**config.mk**
```make
export PLATFORM = sky130hd
export DESIGN_NAME = protobuf_wire_tokenizer
export DESIGN_NICKNAME = d
export VERILOG_FILES = /design/src/hdl/pwt_pkg.sv /design/src/hdl/pwt_front.sv /design/src/hdl/pwt_back.sv /design/src/hdl/protobuf_wire_tokenizer.sv
export SDC_FILE = /design/constraint.sdc
export NUM_CORES = 1
export LEC_CHECK = 0
export ABC_AREA = 1
export BUFFER_PORTS_ARGS = -buffer_cell sky130_fd_sc_hd__buf_2
export CAP_MARGIN = 20
export CORE_MARGIN = 3
export CORE_UTILIZATION = 31
export DETAILED_ROUTE_END_ITERATION = 6
export GPL_TIMING_DRIVEN = 0
export HOLD_SLACK_MARGIN = 0.05
export SKIP_CTS_REPAIR_TIMING = 1
export SLEW_MARGIN = 20
export SYNTH_ARGS = -nofsm -noshare
export SYNTH_HDL_FRONTEND = slang
export SYNTH_HIERARCHICAL = 1
export SYNTH_SLANG_ARGS = --single-unit
```
**constraint.sdc**
```tcl
create_clock -name clk -period 13.3 [get_ports clk]
set_input_delay 1.33 -clock clk [delete_from_list [all_inputs] [get_ports clk]]
set_output_delay 1.33 -clock clk [all_outputs]
set_load 0.05 [all_outputs]
```
**src/hdl/pwt_pkg.sv**
```systemverilog
// Shared types and codes for the protobuf wire tokenizer.
`timescale 1ns / 1ps

package pwt_pkg;

  // One message byte as it arrives on the input channel.
  typedef struct packed {
    logic [7:0] data_byte;
    logic       end_of_buffer;
  } pwt_in_t;

  // One token as it leaves on the result channel.
  typedef struct packed {
    logic [2:0]  token_kind;
    logic [28:0] field_number;
    logic [2:0]  wire_code;
    logic [63:0] field_value;
    logic [7:0]  payload_byte;
    logic [1:0]  error_code;
    logic        message_end;
  } pwt_out_t;

  // Classified byte held in the queue between front and back.
  typedef struct packed {
    logic [7:0] byte_data;
    logic [6:0] group7;   // varint payload bits
    logic       more;     // varint continuation bit
    logic       last;     // end of buffer
  } pwt_class_t;

  // Token kinds.
  localparam logic [2:0] KIND_VARINT  = 3'd0;
  localparam logic [2:0] KIND_FIXED32 = 3'd1;
  localparam logic [2:0] KIND_FIXED64 = 3'd2;
  localparam logic [2:0] KIND_HEADER  = 3'd3;
  localparam logic [2:0] KIND_PAYLOAD = 3'd4;
  localparam logic [2:0] KIND_ERROR   = 3'd5;

  // Error codes.
  localparam logic [1:0] ERR_NONE      = 2'd0;
  localparam logic [1:0] ERR_TRUNCATED = 2'd1;
  localparam logic [1:0] ERR_WIRE_TYPE = 2'd2;

  // Wire types.
  localparam logic [2:0] WT_VARINT  = 3'd0;
  localparam logic [2:0] WT_FIXED64 = 3'd1;
  localparam logic [2:0] WT_LEN     = 3'd2;
  localparam logic [2:0] WT_FIXED32 = 3'd5;

  // Byte counts of fixed fields.
  localparam logic [3:0] FIXED64_BYTES = 4'd8;
  localparam logic [3:0] FIXED32_BYTES = 4'd4;

endpackage

```
**src/hdl/pwt_front.sv**
```systemverilog
// Input side: accept bytes, classify them and queue them for the back end.
`timescale 1ns / 1ps

module pwt_front (
  input  logic               clk,
  input  logic               rst_n,
  input  logic               in_valid,
  output logic               in_stall,
  input  pwt_pkg::pwt_in_t   in_data,
  output logic               q_valid,
  output pwt_pkg::pwt_class_t q_head,
  input  logic               q_pop
);
  import pwt_pkg::*;

  localparam int QDepth = 2;
  localparam int PtrW   = $clog2(QDepth);
  localparam int CntW   = $clog2(QDepth + 1);

  pwt_class_t          q_mem_r [QDepth];
  logic [PtrW-1:0]     wr_ptr_r, wr_ptr_nxt;
  logic [PtrW-1:0]     rd_ptr_r, rd_ptr_nxt;
  logic [CntW-1:0]     count_r, count_nxt;
  pwt_class_t          cls;
  logic                push, pop;

  // Split the byte into its varint pieces.
  always_comb begin
    cls.byte_data = in_data.data_byte;
    cls.group7    = in_data.data_byte[6:0];
    cls.more      = in_data.data_byte[7];
    cls.last      = in_data.end_of_buffer;
  end

  assign in_stall = (count_r == CntW'(QDepth));
  assign push     = in_valid && !in_stall;
  assign q_valid  = (count_r != '0);
  assign pop      = q_pop && q_valid;
  assign q_head   = q_mem_r[rd_ptr_r];

  always_comb begin
    wr_ptr_nxt = wr_ptr_r;
    rd_ptr_nxt = rd_ptr_r;
    count_nxt  = count_r;
    if (push) begin
      wr_ptr_nxt = (wr_ptr_r == PtrW'(QDepth - 1)) ? '0 : wr_ptr_r + 1'b1;
    end
    if (pop) begin
      rd_ptr_nxt = (rd_ptr_r == PtrW'(QDepth - 1)) ? '0 : rd_ptr_r + 1'b1;
    end
    case ({push, pop})
      2'b10:   count_nxt = count_r + 1'b1;
      2'b01:   count_nxt = count_r - 1'b1;
      default: count_nxt = count_r;
    endcase
  end

  always_ff @(posedge clk) begin
    if (!rst_n) begin
      wr_ptr_r <= '0;
      rd_ptr_r <= '0;
      count_r  <= '0;
    end else begin
      wr_ptr_r <= wr_ptr_nxt;
      rd_ptr_r <= rd_ptr_nxt;
      count_r  <= count_nxt;
    end
  end

  always_ff @(posedge clk) begin
    if (push) begin
      q_mem_r[wr_ptr_r] <= cls;
    end
  end

endmodule

```
**src/hdl/pwt_back.sv**
```systemverilog
// Token engine: walks tag, varint, fixed, length, payload and drain phases and registers the token.
`timescale 1ns / 1ps

module pwt_back (
  input  logic                clk,
  input  logic                rst_n,
  input  logic                q_valid,
  input  pwt_pkg::pwt_class_t q_head,
  output logic                q_pop,
  output logic                out_valid,
  input  logic                out_stall,
  output pwt_pkg::pwt_out_t   out_data
);
  import pwt_pkg::*;

  typedef enum logic [5:0] {
    PH_TAG     = 6'b000001,
    PH_VARINT  = 6'b000010,
    PH_FIXED   = 6'b000100,
    PH_LENGTH  = 6'b001000,
    PH_PAYLOAD = 6'b010000,
    PH_DRAIN   = 6'b100000
  } phase_t;

  phase_t       phase_r, phase_nxt;
  logic [63:0]  acc_r, acc_nxt;
  logic [6:0]   shift_r, shift_nxt;
  logic [28:0]  fnum_r, fnum_nxt;
  logic [2:0]   wtype_r, wtype_nxt;
  logic [3:0]   fixed_left_r, fixed_left_nxt;
  logic [63:0]  pay_left_r, pay_left_nxt;

  logic         out_valid_r, out_valid_nxt;
  pwt_out_t     out_data_r, out_data_nxt;

  logic [63:0]  acc_var, acc_fix;
  logic [6:0]   shift_var, shift_fix;
  logic [3:0]   fixed_dec;
  logic [63:0]  pay_dec;
  logic         emit;
  pwt_out_t     tok;

  // Take a byte whenever the output slot is free or drains this cycle.
  assign q_pop = q_valid && (!out_valid_r || !out_stall);

  // Accumulate; bits past the top are dropped and the shift holds.
  always_comb begin
    acc_var   = acc_r;
    acc_fix   = acc_r;
    shift_var = shift_r;
    shift_fix = shift_r;
    if (!shift_r[6]) begin
      acc_var   = acc_r | (64'(q_head.group7) << shift_r[5:0]);
      acc_fix   = acc_r | (64'(q_head.byte_data) << shift_r[5:0]);
      shift_var = shift_r + 7'd7;
      shift_fix = shift_r + 7'd8;
    end
    fixed_dec = (fixed_left_r != '0) ? fixed_left_r - 4'd1 : fixed_left_r;
    pay_dec   = (pay_left_r != '0) ? pay_left_r - 64'd1 : pay_left_r;
  end

  always_comb begin
    phase_nxt      = phase_r;
    acc_nxt        = acc_r;
    shift_nxt      = shift_r;
    fnum_nxt       = fnum_r;
    wtype_nxt      = wtype_r;
    fixed_left_nxt = fixed_left_r;
    pay_left_nxt   = pay_left_r;
    emit           = 1'b0;
    tok            = '0;
    tok.error_code = ERR_NONE;

    case (phase_r)
      PH_TAG: begin
        acc_nxt   = acc_var;
        shift_nxt = shift_var;
        if (!q_head.more) begin
          fnum_nxt  = acc_var[31:3];
          wtype_nxt = acc_var[2:0];
          acc_nxt   = '0;
          shift_nxt = '0;
          case (acc_var[2:0])
            WT_VARINT:  phase_nxt = PH_VARINT;
            WT_FIXED64: begin
              phase_nxt      = PH_FIXED;
              fixed_left_nxt = FIXED64_BYTES;
            end
            WT_FIXED32: begin
              phase_nxt      = PH_FIXED;
              fixed_left_nxt = FIXED32_BYTES;
            end
            WT_LEN:     phase_nxt = PH_LENGTH;
            default: begin
              emit           = 1'b1;
              tok.token_kind = KIND_ERROR;
              tok.error_code = ERR_WIRE_TYPE;
              phase_nxt      = PH_DRAIN;
            end
          endcase
        end
        if (!emit && q_head.last) begin
          emit           = 1'b1;
          tok.token_kind = KIND_ERROR;
          tok.error_code = ERR_TRUNCATED;
        end
      end

      PH_VARINT: begin
        acc_nxt   = acc_var;
        shift_nxt = shift_var;
        if (!q_head.more) begin
          emit            = 1'b1;
          tok.token_kind  = KIND_VARINT;
          tok.field_value = acc_var;
          phase_nxt       = PH_TAG;
        end else if (q_head.last) begin
          emit           = 1'b1;
          tok.token_kind = KIND_ERROR;
          tok.error_code = ERR_TRUNCATED;
        end
      end

      PH_FIXED: begin
        acc_nxt        = acc_fix;
        shift_nxt      = shift_fix;
        fixed_left_nxt = fixed_dec;
        if (fixed_dec == '0) begin
          emit            = 1'b1;
          tok.token_kind  = (wtype_r == WT_FIXED64) ? KIND_FIXED64 : KIND_FIXED32;
          tok.field_value = acc_fix;
          phase_nxt       = PH_TAG;
        end else if (q_head.last) begin
          emit           = 1'b1;
          tok.token_kind = KIND_ERROR;
          tok.error_code = ERR_TRUNCATED;
        end
      end

      PH_LENGTH: begin
        acc_nxt   = acc_var;
        shift_nxt = shift_var;
        if (!q_head.more) begin
          emit = 1'b1;
          if (q_head.last && acc_var != '0) begin
            tok.token_kind = KIND_ERROR;
            tok.error_code = ERR_TRUNCATED;
          end else begin
            tok.token_kind  = KIND_HEADER;
            tok.field_value = acc_var;
            if (acc_var == '0) begin
              phase_nxt = PH_TAG;
            end else begin
              phase_nxt    = PH_PAYLOAD;
              pay_left_nxt = acc_var;
              acc_nxt      = '0;
              shift_nxt    = '0;
            end
          end
        end else if (q_head.last) begin
          emit           = 1'b1;
          tok.token_kind = KIND_ERROR;
          tok.error_code = ERR_TRUNCATED;
        end
      end

      PH_PAYLOAD: begin
        pay_left_nxt = pay_dec;
        emit         = 1'b1;
        if (q_head.last && pay_dec != '0) begin
          tok.token_kind = KIND_ERROR;
          tok.error_code = ERR_TRUNCATED;
        end else begin
          tok.token_kind   = KIND_PAYLOAD;
          tok.field_value  = pay_dec;
          tok.payload_byte = q_head.byte_data;
          if (pay_dec == '0) begin
            phase_nxt = PH_TAG;
          end
        end
      end

      PH_DRAIN: begin
        emit = 1'b0;
      end

      default: begin
        phase_nxt = PH_TAG;
      end
    endcase

    tok.field_number = fnum_nxt;
    tok.wire_code    = wtype_nxt;
    tok.message_end  = q_head.last;

    // Return to the tag phase with clean state after a completed field or the last byte.
    // A tag that is still arriving keeps its partial value.
    if ((phase_nxt == PH_TAG && phase_r != PH_TAG) || q_head.last) begin
      phase_nxt      = PH_TAG;
      acc_nxt        = '0;
      shift_nxt      = '0;
      fnum_nxt       = '0;
      wtype_nxt      = '0;
      fixed_left_nxt = '0;
      pay_left_nxt   = '0;
    end
  end

  always_comb begin
    out_valid_nxt = out_valid_r;
    out_data_nxt  = out_data_r;
    if (out_valid_r && !out_stall) begin
      out_valid_nxt = 1'b0;
    end
    if (q_pop && emit) begin
      out_valid_nxt = 1'b1;
      out_data_nxt  = tok;
    end
  end

  always_ff @(posedge clk) begin
    if (!rst_n) begin
      phase_r      <= PH_TAG;
      acc_r        <= '0;
      shift_r      <= '0;
      fnum_r       <= '0;
      wtype_r      <= '0;
      fixed_left_r <= '0;
      pay_left_r   <= '0;
      out_valid_r  <= 1'b0;
    end else begin
      if (q_pop) begin
        phase_r      <= phase_nxt;
        acc_r        <= acc_nxt;
        shift_r      <= shift_nxt;
        fnum_r       <= fnum_nxt;
        wtype_r      <= wtype_nxt;
        fixed_left_r <= fixed_left_nxt;
        pay_left_r   <= pay_left_nxt;
      end
      out_valid_r <= out_valid_nxt;
    end
  end

  always_ff @(posedge clk) begin
    out_data_r <= out_data_nxt;
  end

  assign out_valid = out_valid_r;
  assign out_data  = out_data_r;

endmodule

```
**src/hdl/protobuf_wire_tokenizer.sv**
```systemverilog
// Top level of the protobuf wire tokenizer: front queue plus token engine.
`timescale 1ns / 1ps

// Tokenizes one nesting level of a protobuf message, one byte per transfer. Each tag
// is decoded into field number and wire type; the field then yields one token: a
// varint, a little-endian fixed32/fixed64 value, or a length header followed by one
// payload-byte token per payload byte (feed those into a second instance to parse a
// nested message). A tag alone gives no token. Unknown wire types (3, 4, 6, 7) give an
// error token (code 2) and the rest of the message is dropped silently; a message that
// ends in mid-field gives a truncation error (code 1). State clears after every byte
// flagged end_of_buffer. Throughput is one byte per clock sustained while out_stall is
// low: the front end writes each byte into a two-entry queue and the token engine
// retires one queued byte per clock into the output register. A byte's token is
// registered in the output register after the byte has passed through the queue, and
// leaves from there on the result channel. in_stall rises only when the queue is full,
// which happens when out_stall holds a token in the output register.

module protobuf_wire_tokenizer (
  input  logic              clk,
  input  logic              rst_n,
  input  logic              in_valid,
  output logic              in_stall,
  input  pwt_pkg::pwt_in_t  in_data,
  output logic              out_valid,
  input  logic              out_stall,
  output pwt_pkg::pwt_out_t out_data
);
  import pwt_pkg::*;

  logic       q_valid;
  logic       q_pop;
  pwt_class_t q_head;

  // Accept and classify bytes; queue them.
  pwt_front u_front (
    .clk      (clk),
    .rst_n    (rst_n),
    .in_valid (in_valid),
    .in_stall (in_stall),
    .in_data  (in_data),
    .q_valid  (q_valid),
    .q_head   (q_head),
    .q_pop    (q_pop)
  );

  // Advance the field state machine and hold each token until transferred.
  pwt_back u_back (
    .clk       (clk),
    .rst_n     (rst_n),
    .q_valid   (q_valid),
    .q_head    (q_head),
    .q_pop     (q_pop),
    .out_valid (out_valid),
    .out_stall (out_stall),
    .out_data  (out_data)
  );

endmodule

```
* Word-level counts from Yosys, hierarchy flattened *
Memories as Yosys holds them, arrays and structs flattened. A register that Yosys moved wholly into a read port is not among the register bits.
Cells that the tools add are included.

word-level totals
  register bits = 292
  memories kept = 1
  RAM bits = 34
  output and inout port bits = 112
  input port bits = 13
  word-level logic and storage cells = 179

cells by class
  equal/unequal tests = 21
  bitwise logic cells = 3
  add/sub/neg operators = 8
  shift-type cells = 2
  reductions and logical operators = 37
  mux-type cells = 88

memory list
  name             depth  bits a word  rd ports  clocked after memory_dff  write ports  line             text
  u_front.q_mem_r  2      17           1         1                         1            pwt_front.sv:20  pwt_class_t q_mem_r [QDepth];

operator list
  cell                                                count
  two-way mux 64 bit                                  16
  case mux 64 bit (4 select lines)                    2
  nonzero test 64 bit                                 3
  zero test 64 bit                                    2
  bitwise OR 64 bit                                   2
  case mux 64 bit (2 select lines)                    1
  two-way mux 29 bit                                  3
  two-way mux 72 bit                                  1
  << shifter 7 x 6 -> 64 bit                          1
  << shifter 8 x 6 -> 64 bit                          1
  subtractor 64 x 1 -> 64 bit, second input constant  1
  two-way mux 7 bit                                   7
  two-way mux 6 bit                                   8
  case mux 6 bit (6 select lines)                     1
  two-way mux 3 bit                                   11
  case mux 7 bit (4 select lines)                     1
  two-way mux 1 bit                                   21
  case mux 6 bit (3 select lines)                     1
  case mux 4 bit (2 select lines)                     2
  inequality test 3 bit, second input constant        5
  case mux 3 bit (5 select lines)                     1
  == test 6 x 1 -> 1 bit, second input constant       2
  two-way mux 4 bit                                   3
  two-way mux 2 bit                                   5
  38 further kinds                                    58

* Logic depth before layout (Yosys ltp) *
Gate-level depths: netlist (run 1).

  depth after elaboration = 14
  mapped depth = 28
  depth with buffers taken out = 25

* Hierarchy *
The synthesis (run 1) kept the hierarchy.

modules (own cells, without submodules)
  module     cells an instance  times used  area each (um^2)  sequential area each (um^2)
  pwt_back   3257               1           20261.9           6866.6
  pwt_front  74                 1           975.9             640.6

* Least setup slack after synthesis (run 1) *
No wires, ideal clock.

  path type = flip-flop to flip-flop
  from = reg with a tool-made name
  to = reg u_back.out_data_r (netlist bit u_back/out_data[0]), enable pin
  arrival = 4.202 ns
  path buffers = 1
  setup time = 0.464 ns
  required time = 12.836 ns
  clock period less this slack = 4.665 ns
  path slack = 8.635 ns
  cell stages (with the launch flop) = 15
  cells stage by stage = dfxtp_1 > buf_2 > mux2_1 > inv_1 > o21ai_0 > nand3_1 > nor2_1 > nand3_1 > nand2_1 > nor2_1 > nor3_1 > o21ai_0 > nand3_1 > nand2_1 > inv_1

RTL lines
  item                  line             text
  to (signal assigned)  pwt_back.sv:246  out_data_r <= out_data_nxt;
  to (decl)             pwt_back.sv:34   pwt_out_t out_data_r, out_data_nxt;

==> flow_summary.yaml, run 1 <==
run_status:
  status: "finished clean"
logic_synthesis:
  synth_top_area_share_pct: 19.4
  ys_types: 55
  synth_edf_count: 128
  yosysTopAreaCell: "nand2_1"
  synth_seq_area_share_pct: 35.3
  synthesis.area_um2: 21200
  ys_warn_count: 6
  syn_inst: 3331
  synthFlopType: "dfxtp_1"
  ys_async_sr_fraction_pct: 0
  synth_area_leaders: "nand2_1 19%, edfxtp_1 18%, dfxtp_1 17%"
  syn-num-nets: 3350
  avgSynthCellArea_um2: 6.38
  synth-seq-cells: 311
setup_path:
  cp-end-kind: "register"
  crit_type: "register to register"
  cp.required_ns: 13.61
  timing.critical_path.max_delay_family: "simple AND/OR/NAND/NOR gates"
  cpPeakStageDelay_ns: 0.66
  rrSetupSlack_ns: 7.33
  start_kind: "register"
  crit_top_cell: "nand2_1"
  cp_cell_sequence: "buf_2 > mux2_1 > inv_1 > o21ai_0 > nand3_1 > nor2_1 > nand3_1 > nand2_1 > nor2_1 > nand2_1 > nor2_1 > nand2_1 > nor2_1 > nand3_2 > nand2_1 > nand2_1 > nor2_1 > inv_1 > nand2_1 > buf_4 > buf_4 > nand2_1 > o211ai_1"
  crit_path_top_delay_cell: "nor2_1"
  path_buf_inv: 5
  cp_max_fo: 10
  worst_r2r_path_depth: 23
  rr_endpoint: "u_back/out_data[16]"
  critPathArrivalTime_ns: 6.28
clocking:
  cts_root_buf: "clkbuf_16"
  path_clk_slew_ns: 0.06
  cts-buffers-inserted: 39
  max-clock-path-buffers: 3
  cts_tree: "yes"
  clock-sinks: 311
  htree_levels: 2
  clk_latency_ns: 0.58
placement:
  numPortBuffers: 124
  gp_congestion: 1.05
  place_hpwl_mm: 95.2
  place_area_um2: 23000
sta:
  period_needed_ns: 5.97
  hold_viol: 0
  finalMaxSlewViolations: 0
  slew_headroom_pct: 18.4
  fin_crit_sh_pct: 44.9
  grt_setup_unrepaired: "false"
  timing.setup.tns_ns: 0
  setup_violations: 0
  max_freq_ghz: 0.168
  whs_ns: 0.462
  tightest_slew_ns: 1.22
  skew_ns: 0.0319
finish:
  nNetsFinal: 3516
  syn2layout_area_growth_pct: 14.8
  final_area_um2: 24400
  final.fill_count: 7543
  drive_above_1_share_pct: 9.67
floorplan:
  die_w_um: 268
  dieHeight_um: 268
  core_area_um2: 67500
  ios: 125
  rows: 95
  dieArea_um2: 71700
  start_util_pct: 31.5
run:
  cap_viol_max_count: 0
global_route:
  grt_max_degree: 79
  grt_pass1_wl_mm: 165
  antenna_found_initial: 3
  gr-total-overflow: 0
  grt_pass1_vias: 22600
  grt_use_total_pct: 32.2
detailed_routing:
  drt_iter0_drc: 2955
  viasPerCell: 5.53
  wl_mm: 118
  firstDrtPassIters: 5
  drtAntennaViolNets: 0
  wl_per_cell_um: 26.8
  drc: 0
  via_count: 24400
hold_path:
  min_delay_worst_endpoint: "u_back/acc_r[56]"
  worstHoldPathCells: 2
  hold_start: "u_back/acc_r[56]"
  hold_path.class: "register to register"
## cells by family (layout without fill, tap and decap cells)
logic type	after synthesis	in the layout	share of synthesized area (%)
and+or+nand+nor	1951	1951	38.0
DFF	311	311	35.3
muxes	9	9	0.477
buffers and inverters	446	643	8.93
other	0	2	0
xor gates and xnor gates	18	18	0.742
adders and majority gates	6	6	0.353
AOI/OAI and AO/OA	590	590	16.2
## per-layer routing
metal	global-route usage, %	share of wire (%)	wire length, µm	vias up
met5	0	0.052	61	-
met4	18.8	6.9	8100	8
met3	6.45	8.6	10200	279
met2	49.8	43	51200	1267
met1	41.9	41	48500	11500
li1	-	-	-	11300
## worst max path at each step
stage | end | slack, ns | depth (start not counted)
floorplan | u_back/out_data[0] | 8.63 | 14
global placement | u_back/out_data[53] | 5.58 | 9
detailed placement | u_back/out_data[50] | 7.62 | 23
CTS | u_back/out_data[53] | 7.61 | 23
global route | u_back/out_data[53] | 7.27 | 23
finish | u_back/out_data[16] | 7.33 | 23
## flip-flops by register name, indices dropped and copies added, names as in the netlist, 2 cells and up, named ones only
name                 cells
u_back/wtype_r           3
u_front/q_mem_r         18
u_back/acc_r            64
u_back/phase_r           6
u_back/shift_r           7
u_back/out_data        110
u_back/pay_left_r       64
u_front/count_r          2
u_back/fixed_left_r      4
u_back/fnum_r           29
## synth_stat cells, types with 6 or more instances
cell	n
a211o_1	7
a21oi_1	191
a221oi_1	7
a22oi_1	6
a31oi_1	11
buf_1	16
buf_2	47
buf_4	23
clkbuf_1	114
clkinv_1	6
dfxtp_1	183
edfxtp_1	128
ha_1	6
inv_1	208
inv_2	22
mux2_1	9
nand2_1	1099
nand2_2	11
nand3_1	186
nand3b_1	28
nand4_1	66
nor2_1	509
nor2_2	9
nor2_4	7
nor3_1	12
o2111ai_1	9
o211ai_1	79
o21ai_0	200
o21ai_1	25
o221ai_1	23
o22ai_1	15
xor2_1	16
## cell usage in the layout, fill, tap and decap left out, types with 9 or more instances in the layout
cell       count
clkinv_1       9
nor3_1        12
nand3b_1      28
nand4_1       66
buf_4         23
dfxtp_1      183
clkbuf_16     43
o2111ai_1      9
nand2_2       11
o21ai_1       26
o211ai_1      79
inv_2         22
a31oi_1       11
nand2_1     1099
nand3_1      186
mux2_1         9
edfxtp_1     128
o22ai_1       15
a21oi_1      190
clkbuf_1     119
inv_1        207
nor2_1       509
xor2_1        16
o21ai_0      198
o221ai_1      23
buf_1         16
buf_2        171
nor2_2         9
## worst register-to-register path, delay by kind of cell (launching register included)
family,cells,cell delay [ns]
compound gates,2,0.34
buf+inv,5,1.00
flops,1,0.30
simple gates,15,3.59
mux,1,0.50
## stage by stage
stage	util, %	instances	setup slack, ns
CTS	36.1	4401	7.61
global placement	34.0	4328	5.58
detailed placement	34.0	4329	7.62
floorplan	-	3331	8.63
finish	36.1	4403	7.33
global route	36.1	4401	7.27
## final cells by class
cell class	count	area (µm²)	share of cell area [%]
repair buffers	125	648	2.66
clock buffers	49	1110	4.55
inverters	238	903	3.71
flip-flops and latches	311	7510	30.8
clock inverters	23	270	1.11
multi-input cells	2574	11800	48.6
plain buffers	208	997	4.09
diodes	2	5.00	0.0205
well taps	873	1090	4.48
Power of run 1 is not shown: default switching activity piles up to over one toggle a cycle in this logic, so the estimate is an artifact.
==> run 2, diff against run 1 <==
==> constraint.sdc (replaced) <==
create_clock -name clk -period 5.6 [get_ports clk]
set_input_delay 0.56 -clock clk [delete_from_list [all_inputs] [get_ports clk]]
set_output_delay 0.56 -clock clk [all_outputs]
set_load 0.05 [all_outputs]
==> run 2 against run 1 <==
Effect of this change: via count down 0.25%; register-to-register slack got worse by 7.2 ns; critical path type unchanged; clock skew barely moved; sequential share of layout area hardly changed; die area stayed put; global-route usage is the same; worst hold slack worse by 0.29 ns; first-iteration DRC count up 1.9%; utilization hardly changed; final area about the same; critical endpoint unchanged.
==> flow_summary.yaml, run 2 (synthesized netlist as in run 1, its figures left out) <==
finish:
  final_area_um2: 24400
  final_common_cell: "nand2_1"
  layout_common_cells: "1098 x nand2_1, 507 x nor2_1, 207 x inv_1"
  final_cells: 4402
  nNetsFinal: 3516
  largest_reg_flops: 110
  drive_above_1_share_pct: 9.78
  syn2layout_area_growth_pct: 14.8
sta:
  fin_crit_sh_pct: 97.2
  slew_headroom_pct: 20.4
  period_needed_ns: 5.45
  finalMaxSlewViolations: 0
  max_freq_ghz: 0.184
  grt_setup_unrepaired: "false"
  whs_ns: 0.172
  hold_viol: 0
  skew_ns: 0.0317
  tightest_slew_ns: 1.19
  setup_violations: 0
setup_path:
  cpPeakStageDelay_ns: 0.49
  path_buf_inv: 5
  crit_top_cell: "nand2_1"
  cp-end-kind: "register"
  cp_max_fo: 10
  start_kind: "register"
  crit_type: "register to register"
  timing.critical_path.max_delay_family: "simple AND/OR/NAND/NOR gates"
  rrSetupSlack_ns: 0.15
  crit_path_top_delay_cell: "mux2_1"
  cp_cell_sequence: "buf_2 > mux2_1 > inv_1 > o21ai_0 > nand3_1 > nor2_1 > nand3_1 > nand2_2 > nor2_2 > nand2_1 > nor2_1 > nand2_1 > nor2_1 > nand3_2 > nand2_1 > nand2_1 > nor2_2 > inv_1 > nand2_1 > buf_4 > buf_4 > nand2_1 > o211ai_1"
  critPathArrivalTime_ns: 5.76
  cp.required_ns: 5.91
  worst_r2r_path_depth: 23
  rr_endpoint: "u_back/out_data[16]"
hold_path:
  worstHoldPathCells: 1
  min_delay_worst_endpoint: "u_front/q_mem_r[1][0]"
  hold_start: "in_data[0]"
  hold_path.class: "input port to register"
clocking:
  cts-buffers-inserted: 39
  cts_tree: "yes"
  cts_root_buf: "clkbuf_16"
  htree_levels: 2
  path_clk_slew_ns: 0.06
  clk_latency_ns: 0.58
  clock-sinks: 311
  max-clock-path-buffers: 3
detailed_routing:
  wl_per_cell_um: 26.8
  drc: 0
  wl_mm: 118
  viasPerCell: 5.52
  firstDrtPassIters: 6
  drtAntennaViolNets: 0
  drt_iter0_drc: 3012
  via_count: 24300
global_route:
  gr-total-overflow: 0
  antenna_found_initial: 3
  grt_max_degree: 79
  grt_pass1_vias: 22600
  grt_use_total_pct: 32.2
  grt_pass1_wl_mm: 165
floorplan:
  die_w_um: 268
  dieHeight_um: 268
  rows: 95
  ios: 125
  core_area_um2: 67500
  start_util_pct: 31.5
  dieArea_um2: 71700
placement:
  place_hpwl_mm: 95.2
  gp_congestion: 1.05
  place_inst: 4329
  place_area_um2: 23000
  numPortBuffers: 124
run_status:
  status: "finished clean"
run:
  cap_viol_max_count: 0
==> run 2: worst max-delay path by stage <==
stage | start | to | slack, ns | cells past startpoint
after floorplan | register | u_back/out_data[0] | 0.93 | 14
after global placement | u_back/phase_r[5] | u_back/out_data[53] | -2.12 | 9
after detailed placement | register | u_back/out_data[50] | -0.08 | 23
after CTS | register | u_back/out_data[53] | -0.09 | 23
after global routing | register | u_back/out_data[53] | 0.07 | 23
final | register | u_back/out_data[16] | 0.15 | 23
==> run 2: stage by stage <==
step | worst slack, ns | TNS (ns) | util [%]
floorplan | 0.935 | 0 | -
global placement | -2.12 | -231.55 | 34.0
detailed placement | -0.0783 | -0.302 | 34.0
CTS | -0.0861 | -0.308 | 36.1
global route | 0.0744 | 0 | 36.1
finish | 0.155 | 0 | 36.1
==> run 2: worst reg2reg max path: cells and delay by family, from the launching register on <==
family | cells | cell delay (ns)
buffers and inverters | 5 | 0.97
and+or+nand+nor | 15 | 3.09
DFF | 1 | 0.30
muxes | 1 | 0.50
AOI/OAI and AO/OA | 2 | 0.35
==> run 2: per-layer routing <==
layer  part of all wire (%)  vias up  track usage [%]
met5                  0.040        -                0
met4                    6.9        8             18.8
met3                    8.5      286             6.45
met2                     43     1213             49.8
met1                     41    11500             41.9
li1                       -    11300                -
==> run 2: cell type report <==
type / count / area [µm²]
clock inverters: 23 / 270
inverters: 238 / 903
diodes: 1 / 2.50
fillers: 7548 / 43100
repair buffers: 125 / 648
clock buffers: 49 / 1110
plain buffers: 208 / 998
well taps: 873 / 1090
flip-flops and latches: 311 / 7510
multi-input cells: 2574 / 11900
Power of run 2 is left out for the same reason.
